==> config.mk <==
export PLATFORM = sky130hd
export DESIGN_NAME = polyphase_decimator_two_fifths
export DESIGN_NICKNAME = d
export VERILOG_FILES = /design/src/rtl/core/pdtf_pkg.sv /design/src/rtl/core/polyphase_decimator_two_fifths.sv /design/src/rtl/core/pdtf_window.sv /design/src/rtl/core/pdtf_mac.sv
export SDC_FILE = /design/constraint.sdc
export NUM_CORES = 2
export LEC_CHECK = 0
export ABC_AREA = 0
export BUFFER_PORTS_ARGS = -buffer_cell sky130_fd_sc_hd__buf_2
export CAP_MARGIN = 30
export CORE_ASPECT_RATIO = 1.5
export CORE_MARGIN = 2
export CORE_UTILIZATION = 35
export CTS_CLUSTER_SIZE = 8
export DETAILED_ROUTE_END_ITERATION = 10
export PLACE_DENSITY_LB_ADDON = 0.2
export SETUP_SLACK_MARGIN = 0.15
export SYNTH_ARGS = -nofsm -noshare
export SYNTH_HDL_FRONTEND = slang
export SYNTH_HIERARCHICAL = 1
export SYNTH_SLANG_ARGS = --single-unit
==> constraint.sdc <==
create_clock -name aclk -period 6.65 [get_ports aclk]
set_input_delay 0.665 -clock aclk [delete_from_list [all_inputs] [get_ports aclk]]
set_output_delay 0.665 -clock aclk [all_outputs]
set_load 0.02 [all_outputs]
==> src/rtl/core/pdtf_pkg.sv <==
`timescale 1ns / 1ps
// ----------------------------------------------------------------------------
// pdtf_pkg
// Shared types, sizes and filter coefficients for the 2/5 polyphase
// row resampler.
// ----------------------------------------------------------------------------
package pdtf_pkg;

    // Filter geometry
    localparam int TAP_HALF       = 3;
    localparam int NTAPS          = 2 * TAP_HALF + 1;
    localparam int SAMPLE_W       = 16;
    localparam int COEF_W         = 16;
    localparam int COEF_FRAC_BITS = 15;
    localparam int PROD_W         = SAMPLE_W + COEF_W;
    localparam int ACC_W          = PROD_W + $clog2(NTAPS);
    localparam int WARM_W         = $clog2(NTAPS + 1);

    // Output grid: two results out of every DECIM centre positions
    localparam int DECIM   = 5;
    localparam int PHASE_W = $clog2(DECIM);
    localparam logic [PHASE_W-1:0] POS_ON_GRID = PHASE_W'(0);
    localparam logic [PHASE_W-1:0] POS_HALF    = PHASE_W'(2);
    localparam logic [PHASE_W-1:0] POS_LAST    = PHASE_W'(DECIM - 1);

    // Result phase codes
    localparam logic OUT_ON_GRID = 1'b0;
    localparam logic OUT_HALF    = 1'b1;

    // Saturation limits of a result sample
    localparam logic signed [ACC_W-1:0] SAT_HI = ACC_W'((1 << (SAMPLE_W - 1)) - 1);
    localparam logic signed [ACC_W-1:0] SAT_LO = -ACC_W'(1 << (SAMPLE_W - 1));
    localparam logic signed [ACC_W-1:0] ROUND_HALF = ACC_W'(1 << (COEF_FRAC_BITS - 1));

    typedef logic signed [SAMPLE_W-1:0]     sample_t;
    typedef logic signed [COEF_W-1:0]       coef_t;
    typedef logic signed [PROD_W-1:0]       prod_t;
    typedef logic [NTAPS-1:0][SAMPLE_W-1:0] taps_t;

    // Window stage status handed to the multiply-accumulate side
    typedef struct packed {
        logic valid;
        logic phase;
    } win_ctrl_t;

    // Q1.15 taps, sinc * Hann, normalised to unit gain; index 0 meets the
    // oldest sample of the window.
    localparam coef_t COEF_EVEN [NTAPS] = '{
        -16'sd302, 16'sd1549, 16'sd8534, 16'sd13205, 16'sd8534, 16'sd1549, -16'sd302
    };
    localparam coef_t COEF_HALF [NTAPS] = '{
        -16'sd109, 16'sd2, 16'sd4595, 16'sd11841, 16'sd11841, 16'sd4595, 16'sd2
    };

endpackage

==> src/rtl/core/polyphase_decimator_two_fifths.sv <==
`timescale 1ns / 1ps
// ----------------------------------------------------------------------------
// polyphase_decimator_two_fifths
// Resamples an image row by 2/5 with a 7-tap polyphase windowed-sinc filter.
// ----------------------------------------------------------------------------
// One sample is taken every clock cycle while the result side keeps up. The
// delay-line register, the product register and the result register form a
// three-stage pipeline: a result reaches the master side once the sample
// completing its window has passed the product and result registers. Each row
// carries three border samples at each end and is marked by tuser on its
// first sample. Once seven samples of the row are in, every fifth centre
// position gives an on-grid result (phase 0) and the position two later a
// result placed half a sample on (phase 1); the others give nothing. Results
// are rounded and saturated to 16 bits. A stall on the result side only holds
// input back once all three registers are full.
module polyphase_decimator_two_fifths (
    input  logic        aclk,
    input  logic        aresetn,
    input  logic        s_tvalid,
    output logic        s_tready,
    input  logic [15:0] s_tdata,   // [15:0] sample
    input  logic        s_tuser,   // [0] row_start
    output logic        m_tvalid,
    input  logic        m_tready,
    output logic [15:0] m_tdata,   // [15:0] value
    output logic        m_tuser    // [0] phase
);

    pdtf_pkg::win_ctrl_t win;
    pdtf_pkg::taps_t     taps;
    pdtf_pkg::sample_t   value;
    logic                mac_ready;

    pdtf_window u_window (
        .aclk         (aclk),
        .aresetn      (aresetn),
        .in_valid     (s_tvalid),
        .in_sample    ($signed(s_tdata)),
        .in_row_start (s_tuser),
        .in_ready     (s_tready),
        .mac_ready    (mac_ready),
        .win          (win),
        .taps         (taps)
    );

    pdtf_mac u_mac (
        .aclk      (aclk),
        .aresetn   (aresetn),
        .win       (win),
        .taps      (taps),
        .ready     (mac_ready),
        .out_valid (m_tvalid),
        .out_value (value),
        .out_phase (m_tuser),
        .out_ready (m_tready)
    );

    assign m_tdata = value;

    // First sample of a row never completes a window
    a_row_start_no_result: assert property (@(posedge aclk) disable iff (!aresetn)
        (s_tvalid && s_tready && s_tuser) |=> !win.valid)
        else $error("result flagged on first sample of a row");

    // The sample after a half-sample result falls between grid positions
    a_half_then_gap: assert property (@(posedge aclk) disable iff (!aresetn)
        (win.valid && win.phase == pdtf_pkg::OUT_HALF && s_tvalid && s_tready && !s_tuser)
        |=> !win.valid)
        else $error("result flagged right after a half-sample result");

    // The product stage only blocks when the result register is occupied
    a_stall_needs_result: assert property (@(posedge aclk) disable iff (!aresetn)
        !mac_ready |-> m_tvalid)
        else $error("product stage stalled with empty result register");

    // Input is only held back while a result is pending downstream
    a_backpressure_source: assert property (@(posedge aclk) disable iff (!aresetn)
        !s_tready |-> (win.valid && m_tvalid))
        else $error("input stalled with no pending result");

endmodule

==> src/rtl/core/pdtf_window.sv <==
`timescale 1ns / 1ps
// ----------------------------------------------------------------------------
// pdtf_window
// Sample delay line with row warm-up and output-position tracking. Flags
// which accepted samples complete a window that produces a result.
// ----------------------------------------------------------------------------
module pdtf_window (
    input  logic                 aclk,
    input  logic                 aresetn,
    input  logic                 in_valid,
    input  pdtf_pkg::sample_t    in_sample,
    input  logic                 in_row_start,
    output logic                 in_ready,
    input  logic                 mac_ready,
    output pdtf_pkg::win_ctrl_t  win,
    output pdtf_pkg::taps_t      taps
);

    pdtf_pkg::taps_t                     line_reg;
    logic [pdtf_pkg::WARM_W-1:0]         warm_reg, warm_next;
    logic [pdtf_pkg::PHASE_W-1:0]        pos_reg, pos_next;
    logic                                valid_reg, valid_next;
    logic                                phase_reg, phase_next;

    logic [pdtf_pkg::WARM_W-1:0]         warm_base;
    logic [pdtf_pkg::PHASE_W-1:0]        pos_base;
    logic                                line_full;
    logic                                accept;

    assign in_ready = !valid_reg || mac_ready;
    assign accept   = in_valid && in_ready;

    // Row start restarts warm-up and the output grid before the sample enters
    always_comb begin
        warm_base = in_row_start ? '0 : warm_reg;
        pos_base  = in_row_start ? '0 : pos_reg;
        if (warm_base < pdtf_pkg::WARM_W'(pdtf_pkg::NTAPS)) begin
            warm_next = warm_base + 1'b1;
        end else begin
            warm_next = warm_base;
        end
        line_full = (warm_next == pdtf_pkg::WARM_W'(pdtf_pkg::NTAPS));
        if (!line_full) begin
            pos_next = pos_base;
        end else if (pos_base == pdtf_pkg::POS_LAST) begin
            pos_next = '0;
        end else begin
            pos_next = pos_base + 1'b1;
        end
        valid_next = line_full
                     && (pos_base == pdtf_pkg::POS_ON_GRID || pos_base == pdtf_pkg::POS_HALF);
        phase_next = (pos_base == pdtf_pkg::POS_HALF) ? pdtf_pkg::OUT_HALF
                                                      : pdtf_pkg::OUT_ON_GRID;
    end

    // Control state
    always_ff @(posedge aclk) begin
        if (!aresetn) begin
            warm_reg  <= '0;
            pos_reg   <= '0;
            valid_reg <= 1'b0;
            phase_reg <= pdtf_pkg::OUT_ON_GRID;
        end else if (accept) begin
            warm_reg  <= warm_next;
            pos_reg   <= pos_next;
            valid_reg <= valid_next;
            phase_reg <= phase_next;
        end else if (mac_ready) begin
            valid_reg <= 1'b0;
        end
    end

    // Delay line, oldest sample at index 0; held while a result waits
    always_ff @(posedge aclk) begin
        if (accept) begin
            line_reg <= {in_sample, line_reg[pdtf_pkg::NTAPS-1:1]};
        end
    end

    assign win.valid = valid_reg;
    assign win.phase = phase_reg;
    assign taps      = line_reg;

endmodule

==> src/rtl/core/pdtf_mac.sv <==
`timescale 1ns / 1ps
// ----------------------------------------------------------------------------
// pdtf_mac
// Constant-coefficient products, then sum, round and saturate into the
// result register.
// ----------------------------------------------------------------------------
module pdtf_mac (
    input  logic                 aclk,
    input  logic                 aresetn,
    input  pdtf_pkg::win_ctrl_t  win,
    input  pdtf_pkg::taps_t      taps,
    output logic                 ready,
    output logic                 out_valid,
    output pdtf_pkg::sample_t    out_value,
    output logic                 out_phase,
    input  logic                 out_ready
);

    pdtf_pkg::prod_t                   prod_reg [pdtf_pkg::NTAPS];
    pdtf_pkg::prod_t                   prod_next [pdtf_pkg::NTAPS];
    logic                              prod_valid_reg;
    logic                              prod_phase_reg;

    logic                              res_valid_reg;
    pdtf_pkg::sample_t                 res_value_reg, res_value_next;
    logic                              res_phase_reg;

    logic                              res_ready;
    logic signed [pdtf_pkg::ACC_W-1:0] acc_sum;
    logic signed [pdtf_pkg::ACC_W-1:0] acc_shift;

    assign res_ready = !res_valid_reg || out_ready;
    assign ready     = !prod_valid_reg || res_ready;

    // Per-tap products, coefficient set picked by the output phase
    always_comb begin
        for (int j = 0; j < pdtf_pkg::NTAPS; j++) begin
            if (win.phase == pdtf_pkg::OUT_HALF) begin
                prod_next[j] = $signed(taps[j]) * pdtf_pkg::COEF_HALF[j];
            end else begin
                prod_next[j] = $signed(taps[j]) * pdtf_pkg::COEF_EVEN[j];
            end
        end
    end

    always_ff @(posedge aclk) begin
        if (!aresetn) begin
            prod_valid_reg <= 1'b0;
        end else if (ready) begin
            prod_valid_reg <= win.valid;
        end
    end

    always_ff @(posedge aclk) begin
        if (ready && win.valid) begin
            prod_reg       <= prod_next;
            prod_phase_reg <= win.phase;
        end
    end

    // Sum, round half up (floor shift), saturate
    always_comb begin
        acc_sum = pdtf_pkg::ROUND_HALF;
        for (int j = 0; j < pdtf_pkg::NTAPS; j++) begin
            acc_sum = acc_sum + pdtf_pkg::ACC_W'(prod_reg[j]);
        end
        acc_shift = acc_sum >>> pdtf_pkg::COEF_FRAC_BITS;
        if (acc_shift > pdtf_pkg::SAT_HI) begin
            res_value_next = pdtf_pkg::SAMPLE_W'(pdtf_pkg::SAT_HI);
        end else if (acc_shift < pdtf_pkg::SAT_LO) begin
            res_value_next = pdtf_pkg::SAMPLE_W'(pdtf_pkg::SAT_LO);
        end else begin
            res_value_next = acc_shift[pdtf_pkg::SAMPLE_W-1:0];
        end
    end

    // Result register
    always_ff @(posedge aclk) begin
        if (!aresetn) begin
            res_valid_reg <= 1'b0;
        end else if (res_ready) begin
            res_valid_reg <= prod_valid_reg;
        end
    end

    always_ff @(posedge aclk) begin
        if (res_ready && prod_valid_reg) begin
            res_value_reg <= res_value_next;
            res_phase_reg <= prod_phase_reg;
        end
    end

    assign out_valid = res_valid_reg;
    assign out_value = res_value_reg;
    assign out_phase = res_phase_reg;

endmodule

# Word-level counts from Yosys, hierarchy flattened

Cells that the tools add are included.

Add/subtract/negate cells: 9
Multipliers: 12
Order comparisons: 3
Equality and inequality tests: 3
Mux-type cells: 16
Reduce and logical (&&, ||, !) cells: 13

Operator list:

| operator               | number |
|---|---|
| $mux 32                | 7 |
| $add 35x32->35         | 5 |
| $mul 16x14->30 const B | 4 |
| $mul 16x15->31 const B | 3 |
| $mul 16x12->28 const B | 2 |
| $mul 16x9->25 const B  | 2 |
| $add 33x32->34         | 1 |
| $add 16x32->33 const A | 1 |
| $mul 16x8->24 const B  | 1 |
| $gt 20x16->1 const B   | 1 |
| $lt 20x16->1 const B   | 1 |
| $mux 16                | 1 |
| $mux 3                 | 5 |
| $add 3x1->3 const B    | 2 |
| $eq 3x3->1 const B     | 2 |
| $logic_and 1x1->1      | 4 |
| $logic_or 1x1->1       | 4 |
| $eq 3x2->1 const B     | 1 |
| $logic_not 1->1        | 3 |
| $logic_not 3->1        | 1 |
| $lt 3x3->1 const B     | 1 |
| $mux 1                 | 3 |
| $reduce_bool 2->1      | 1 |

Flip-flop bits (word level): 364
Input port bits: 21
Word-level logic and storage cells: 83

# Longest topological paths before layout

Depth in word-level cells: 9
Depth in mapped cells: 22
Mapped depth without buffers: 21

# Modules after synthesis

The synthesis kept the hierarchy.

Modules (own cells, without submodules):

| module      | times used | cells each | area an instance (µm²) | seq. area each (µm²) |
|---|---|---|---|---|
| pdtf_mac    | 1          | 5925       | 57918.0                | 6646.4 |
| pdtf_window | 1          | 179        | 3901.2                 | 3523.4 |

# Worst setup path before layout

Ideal clock, no wire load.

Kind: reg-to-reg
Start: reg u_window.line_reg, in the netlist u_window/taps[63]
End: reg u_mac/prod_reg[126] (netlist bit) (data pin)
Setup time: 0.266 ns
Data arrival time: 6.414 ns
Required time: 6.384 ns
Setup slack: -0.030 ns
Stages on the path, launching flop included: 20
Path buffers: 0
Clock period less this slack: 6.680 ns
Path through: edfxtp_1 > ha_1 > ha_1 > inv_1 > fa_1 > fa_1 > inv_1 > fa_1 > fa_1 > ha_1 > a21oi_1 > nand2_1 > or4_1 > o31ai_1 > nor3_1 > a221oi_1 > o31ai_1 > and4_1 > o31ai_1 > o21ai_1

RTL lines:

| what                   | RTL line          | RTL |
|---|---|---|
| from (decl)            | pdtf_window.sv:19 | `pdtf_pkg::taps_t line_reg;` |
| from (signal assigned) | pdtf_window.sv:76 | `line_reg <= {in_sample, line_reg[pdtf_pkg::NTAPS-1:1]};` |
| to (signal assigned)   | pdtf_mac.sv:56    | `prod_reg <= prod_next;` |
| to (decl)              | pdtf_mac.sv:19    | `pdtf_pkg::prod_t prod_reg [pdtf_pkg::NTAPS];` |

==> tab_implementation.tex <==
\begin{tabular}{lr}
\hline
Metric & Value \\
\hline
\multicolumn{2}{l}{\textbf{STA}} \\
\quad Max Clock Skew & 0.03419 ns \\
\quad Setup Total Neg Slack & 0 ns \\
\quad Part of the cycle the worst path needs & 95.02\% \\
\quad Fin. Hold Viols & 0 \\
\quad Worst Hold Margin & 0.2006 ns \\
\quad Setup slack of the critical path after layout & 0.3309 ns \\
\quad Setup repair after global routing missed its margin & true \\
\quad Slew at the pin with the worst max-slew slack & 1.006 ns \\
\quad FMAX & 0.1582 GHz \\
\quad Final Setup Violations & 0 \\
\quad Final critical-path required period & 6.319 ns \\
\quad Count of pins over their slew limit & 0 \\
\quad Relative slew slack & 32.95\% \\
\multicolumn{2}{l}{\textbf{Clocking}} \\
\quad Clock H-tree levels & 2 \\
\quad Number of buffers created by CTS & 51 \\
\quad Buffers inserted by post-CTS timing repair & 0 \\
\quad Root cell of the clock tree & sky130\_fd\_sc\_hd\_\_clkbuf\_16 \\
\quad CTS Buffer Depth & 3 \\
\quad Clock latency reported for the late side of the worst-skew pair & 0.64 ns \\
\quad Sinks on the clock net & 342 \\
\quad Clock slew at reported path FFs & 0.06 ns \\
\quad TritonCTS clock tree & done \\
\multicolumn{2}{l}{\textbf{Synth}} \\
\quad Yosys Warn Count & 6 \\
\quad Flip-flop and latch count after synthesis & 342 \\
\quad Netlist cell types & 88 \\
\quad Post-synth net total & 8219 \\
\quad Mean cell area of the mapped netlist & 10.13 sq um \\
\quad Number of enable flip-flop cells after synthesis & 332 \\
\quad Synthesized cell area & 0.06182 sq mm \\
\quad Post-Synthesis Cells & 6104 \\
\quad Fraction of synthesis flops using an asynchronous set or reset pin & 0\% \\
\quad Register area share after synthesis & 16.45\% \\
\quad Prevailing post-synth register cell & sky130\_fd\_sc\_hd\_\_edfxtp\_1 \\
\multicolumn{2}{l}{\textbf{Global routing}} \\
\quad Met2 demand-to-capacity share in global routing & 35.59\% \\
\quad Pin count of the biggest net entering global routing & 88 \\
\quad GR met1 Demand/Resource & 21.96\% \\
\quad First-pass GRT wire length & 260.2 mm \\
\quad Final global-route overflow total & 0 \\
\quad Met3 routing resource usage after global routing & 1.612\% \\
\quad Number of global-route vias before repair & 45325 \\
\quad Global Route Usage Sum & 18.92\% \\
\quad GR peak layer & met2 \\
\quad Antenna violations before repair & 6 \\
\multicolumn{2}{l}{\textbf{Worst setup path}} \\
\quad Crit Path Class & flop to flop \\
\quad Startpoint type of the worst setup path & flop \\
\quad Worst Path Arrival & 6.67 ns \\
\quad Worst R2R Start & u\_window/taps[37] \\
\quad CP Launch Point & u\_window/taps[37] \\
\quad Endpoint type of the worst setup path & flop \\
\quad Slack of the worst reg-to-reg path & 0.33 ns \\
\quad Cell depth of the worst flop-to-flop path & 20 \\
\quad Worst flop-to-flop path endpoint & u\_mac/prod\_reg[156] \\
\quad Critical path peak fanout & 7 \\
\quad Worst Path Required & 7.00 ns \\
\multicolumn{2}{l}{\textbf{Worst hold path}} \\
\quad Worst Hold End & u\_window/taps[106] \\
\quad Hold/Removal Path Class & input port to flop \\
\quad Cell depth of the worst min-delay path & 1 \\
\quad Hold path start & s\_tdata[10] \\
\multicolumn{2}{l}{\textbf{Power}} \\
\quad IR Drop Worst-Case VDD & 0.0004250 V \\
\quad Power per unit of standard cell area & 494.1 mW/mm\^{}2 \\
\quad Cell leakage power & 33.92 nW \\
\quad PnR Total Power & 33.13 mW \\
\multicolumn{2}{l}{\textbf{Floorplanning}} \\
\quad Cell Rows & 188 \\
\quad Starting Density & 35.28\% \\
\quad Die width & 347.2 um \\
\quad Core box area & 0.1752 sq mm \\
\quad Die area & 0.1801 sq mm \\
\quad Top-Level Pins & 40 \\
\quad Die height & 518.7 um \\
\multicolumn{2}{l}{\textbf{Place}} \\
\quad Worst slack at placement & 0.03225 ns \\
\quad Placed wire-length estimate after detailed placement & 139.7 mm \\
\quad Number of input and output port buffers inserted & 39 \\
\quad Weighted congestion at the end of routability-driven global placement & 0.8654 \\
\quad Placed cell count & 8483 \\
\multicolumn{2}{l}{\textbf{Finish}} \\
\quad Final std cells w/o fill & 8558 \\
\quad Final net count & 8371 \\
\quad Share of layout cells above drive strength 1 & 5.291\% \\
\quad Area growth from synthesis to final layout & 8.454\% \\
\quad Flip-flop count of the largest register, all copies and words added & 202 \\
\multicolumn{2}{l}{\textbf{Route}} \\
\quad DR vias & 41675 \\
\quad Number of antenna-violating nets in the routed design & 0 \\
\quad First-pass iteration count of the detailed router & 5 \\
\quad Iteration-0 DRC Markers & 1756 \\
\quad Detailed-route DRC error count & 0 \\
\quad Routed wire length per instance & 19.54 um \\
\quad Vias per inst & 4.870 \\
\quad WL final & 167.2 mm \\
\multicolumn{2}{l}{\textbf{Run}} \\
\quad MaxCap Viol Count & 0 \\
\multicolumn{2}{l}{\textbf{Outcome}} \\
\quad Status & completed \\
\hline
\end{tabular}
cells in the mapped netlist (22+ instances only):
cell type | n | share of area [%]
sky130_fd_sc_hd__o31ai_1 | 25 | 0.30
sky130_fd_sc_hd__nand2b_1 | 34 | 0.34
sky130_fd_sc_hd__mux2_2 | 46 | 0.84
sky130_fd_sc_hd__o21a_1 | 34 | 0.41
sky130_fd_sc_hd__a31oi_1 | 37 | 0.37
sky130_fd_sc_hd__nand2_1 | 213 | 1.3
sky130_fd_sc_hd__clkbuf_1 | 49 | 0.30
sky130_fd_sc_hd__o21bai_1 | 40 | 0.49
sky130_fd_sc_hd__nand3_1 | 54 | 0.44
sky130_fd_sc_hd__and3_1 | 26 | 0.26
sky130_fd_sc_hd__inv_1 | 1591 | 9.7
sky130_fd_sc_hd__edfxtp_1 | 332 | 16
sky130_fd_sc_hd__nor3_1 | 62 | 0.50
sky130_fd_sc_hd__nor2b_1 | 31 | 0.31
sky130_fd_sc_hd__xor2_1 | 129 | 1.8
sky130_fd_sc_hd__o21ai_0 | 207 | 1.7
sky130_fd_sc_hd__a21o_1 | 104 | 1.3
sky130_fd_sc_hd__o211ai_1 | 22 | 0.27
sky130_fd_sc_hd__xnor2_1 | 212 | 3.0
sky130_fd_sc_hd__a21oi_1 | 279 | 2.3
sky130_fd_sc_hd__ha_1 | 1229 | 25
sky130_fd_sc_hd__and2_1 | 23 | 0.23
sky130_fd_sc_hd__nor2_1 | 188 | 1.1
sky130_fd_sc_hd__fa_1 | 865 | 28
placed cells by master (no fill, tap or decap), types with 37 or more instances in the layout:
cell type	count
sky130_fd_sc_hd__a21oi_1	278
sky130_fd_sc_hd__o21ai_0	207
sky130_fd_sc_hd__a21o_1	104
sky130_fd_sc_hd__xnor2_1	212
sky130_fd_sc_hd__fa_1	865
sky130_fd_sc_hd__nand2_1	213
sky130_fd_sc_hd__a31oi_1	37
sky130_fd_sc_hd__inv_1	1590
sky130_fd_sc_hd__buf_2	39
sky130_fd_sc_hd__o21bai_1	40
sky130_fd_sc_hd__xor2_1	129
sky130_fd_sc_hd__nor3_1	62
sky130_fd_sc_hd__ha_1	1229
sky130_fd_sc_hd__nand3_1	54
sky130_fd_sc_hd__clkbuf_16	51
sky130_fd_sc_hd__edfxtp_1	332
sky130_fd_sc_hd__nor2_1	188
sky130_fd_sc_hd__buf_4	121
sky130_fd_sc_hd__mux2_2	46
what timing repair did:
| item | 4_1_cts | 5_1_grt |
|---|---|---|
| cloned | 0 | 0 |
| endpoints found under the setup margin | 1 | 4 |
| pin swaps | 0 | 0 |
| hold buffers | 0 | 0 |
| gates resized for setup | 1 | 4 |
cell families (layout without fill, tap and decap cells):
group | after synthesis | count (layout) | share of synthesized area (%)
simple gates | 704 | 704 | 5.349
flops | 342 | 342 | 16.45
xor+xnor | 341 | 341 | 4.831
compound gates | 903 | 903 | 9.239
buf+inv | 1655 | 1826 | 10.10
mux | 65 | 65 | 1.146
other cells | 0 | 3 | 0
fa+ha+maj | 2094 | 2094 | 52.89
per-layer routing:
layer	vias up	wire, um	share of wire, %
li1	20064	-	-
met1	20751	66160	40
met2	625	88800	53
met3	233	4824	2.9
met4	2	7415	4.4
met5	-	11	0.0066
final cells by class:
| class | count | area (sq um) |
|---|---|---|
| sequential | 342 | 10170 |
| tap | 2280 | 2853 |
| inverter | 1592 | 5982 |
| clock inverter | 10 | 105.1 |
| fill | 17488 | 108200 |
| antenna | 3 | 7.507 |
| multi-input combinational | 4107 | 45460 |
| timing repair buffer | 162 | 1139 |
| clock buffer | 62 | 1328 |
stage by stage:
step	instance area, sq um	util (%)
floorplan	61830	-
global placement	65560	37.41
detailed placement	65570	37.42
CTS	67010	38.24
global route	67040	38.26
finish	67050	38.26
worst max-delay path: stages, from the launching register on:
cell	delay, ns
sky130_fd_sc_hd__edfxtp_1	0.59
sky130_fd_sc_hd__fa_1	0.63
sky130_fd_sc_hd__ha_1	0.16
sky130_fd_sc_hd__inv_1	0.05
sky130_fd_sc_hd__fa_1	0.47
sky130_fd_sc_hd__inv_1	0.05
sky130_fd_sc_hd__fa_1	0.54
sky130_fd_sc_hd__inv_1	0.05
sky130_fd_sc_hd__fa_1	0.48
sky130_fd_sc_hd__inv_1	0.05
sky130_fd_sc_hd__fa_1	0.43
sky130_fd_sc_hd__ha_1	0.35
sky130_fd_sc_hd__a21oi_1	0.28
sky130_fd_sc_hd__nand3_1	0.18
sky130_fd_sc_hd__a2111oi_4	0.47
sky130_fd_sc_hd__o31a_1	0.29
sky130_fd_sc_hd__o21ai_1	0.14
sky130_fd_sc_hd__a221oi_1	0.44
sky130_fd_sc_hd__o21ai_0	0.18
sky130_fd_sc_hd__xnor2_1	0.15
sky130_fd_sc_hd__mux2i_1	0.08
how the worst max path moves through the flow:
stage,end,slack [ns],cells past startpoint
2_1_floorplan,u_mac/prod_reg[126],0.18,19
3_5_place_dp,u_mac/prod_reg[156],0.03,20
6_report,u_mac/prod_reg[156],0.33,20
5_1_grt,u_mac/prod_reg[156],0.03,20
3_3_place_gp,u_mac/prod_reg[156],0.07,20
4_1_cts,u_mac/prod_reg[156],0.27,20
report_power, final:
group	switching, mW	internal [mW]	total [mW]
clock	1.09	1.43	2.52
combinational	16.2	11.1	27.3
sequential	0.138	3.20	3.33
Power figures use the tool's default switching activity.
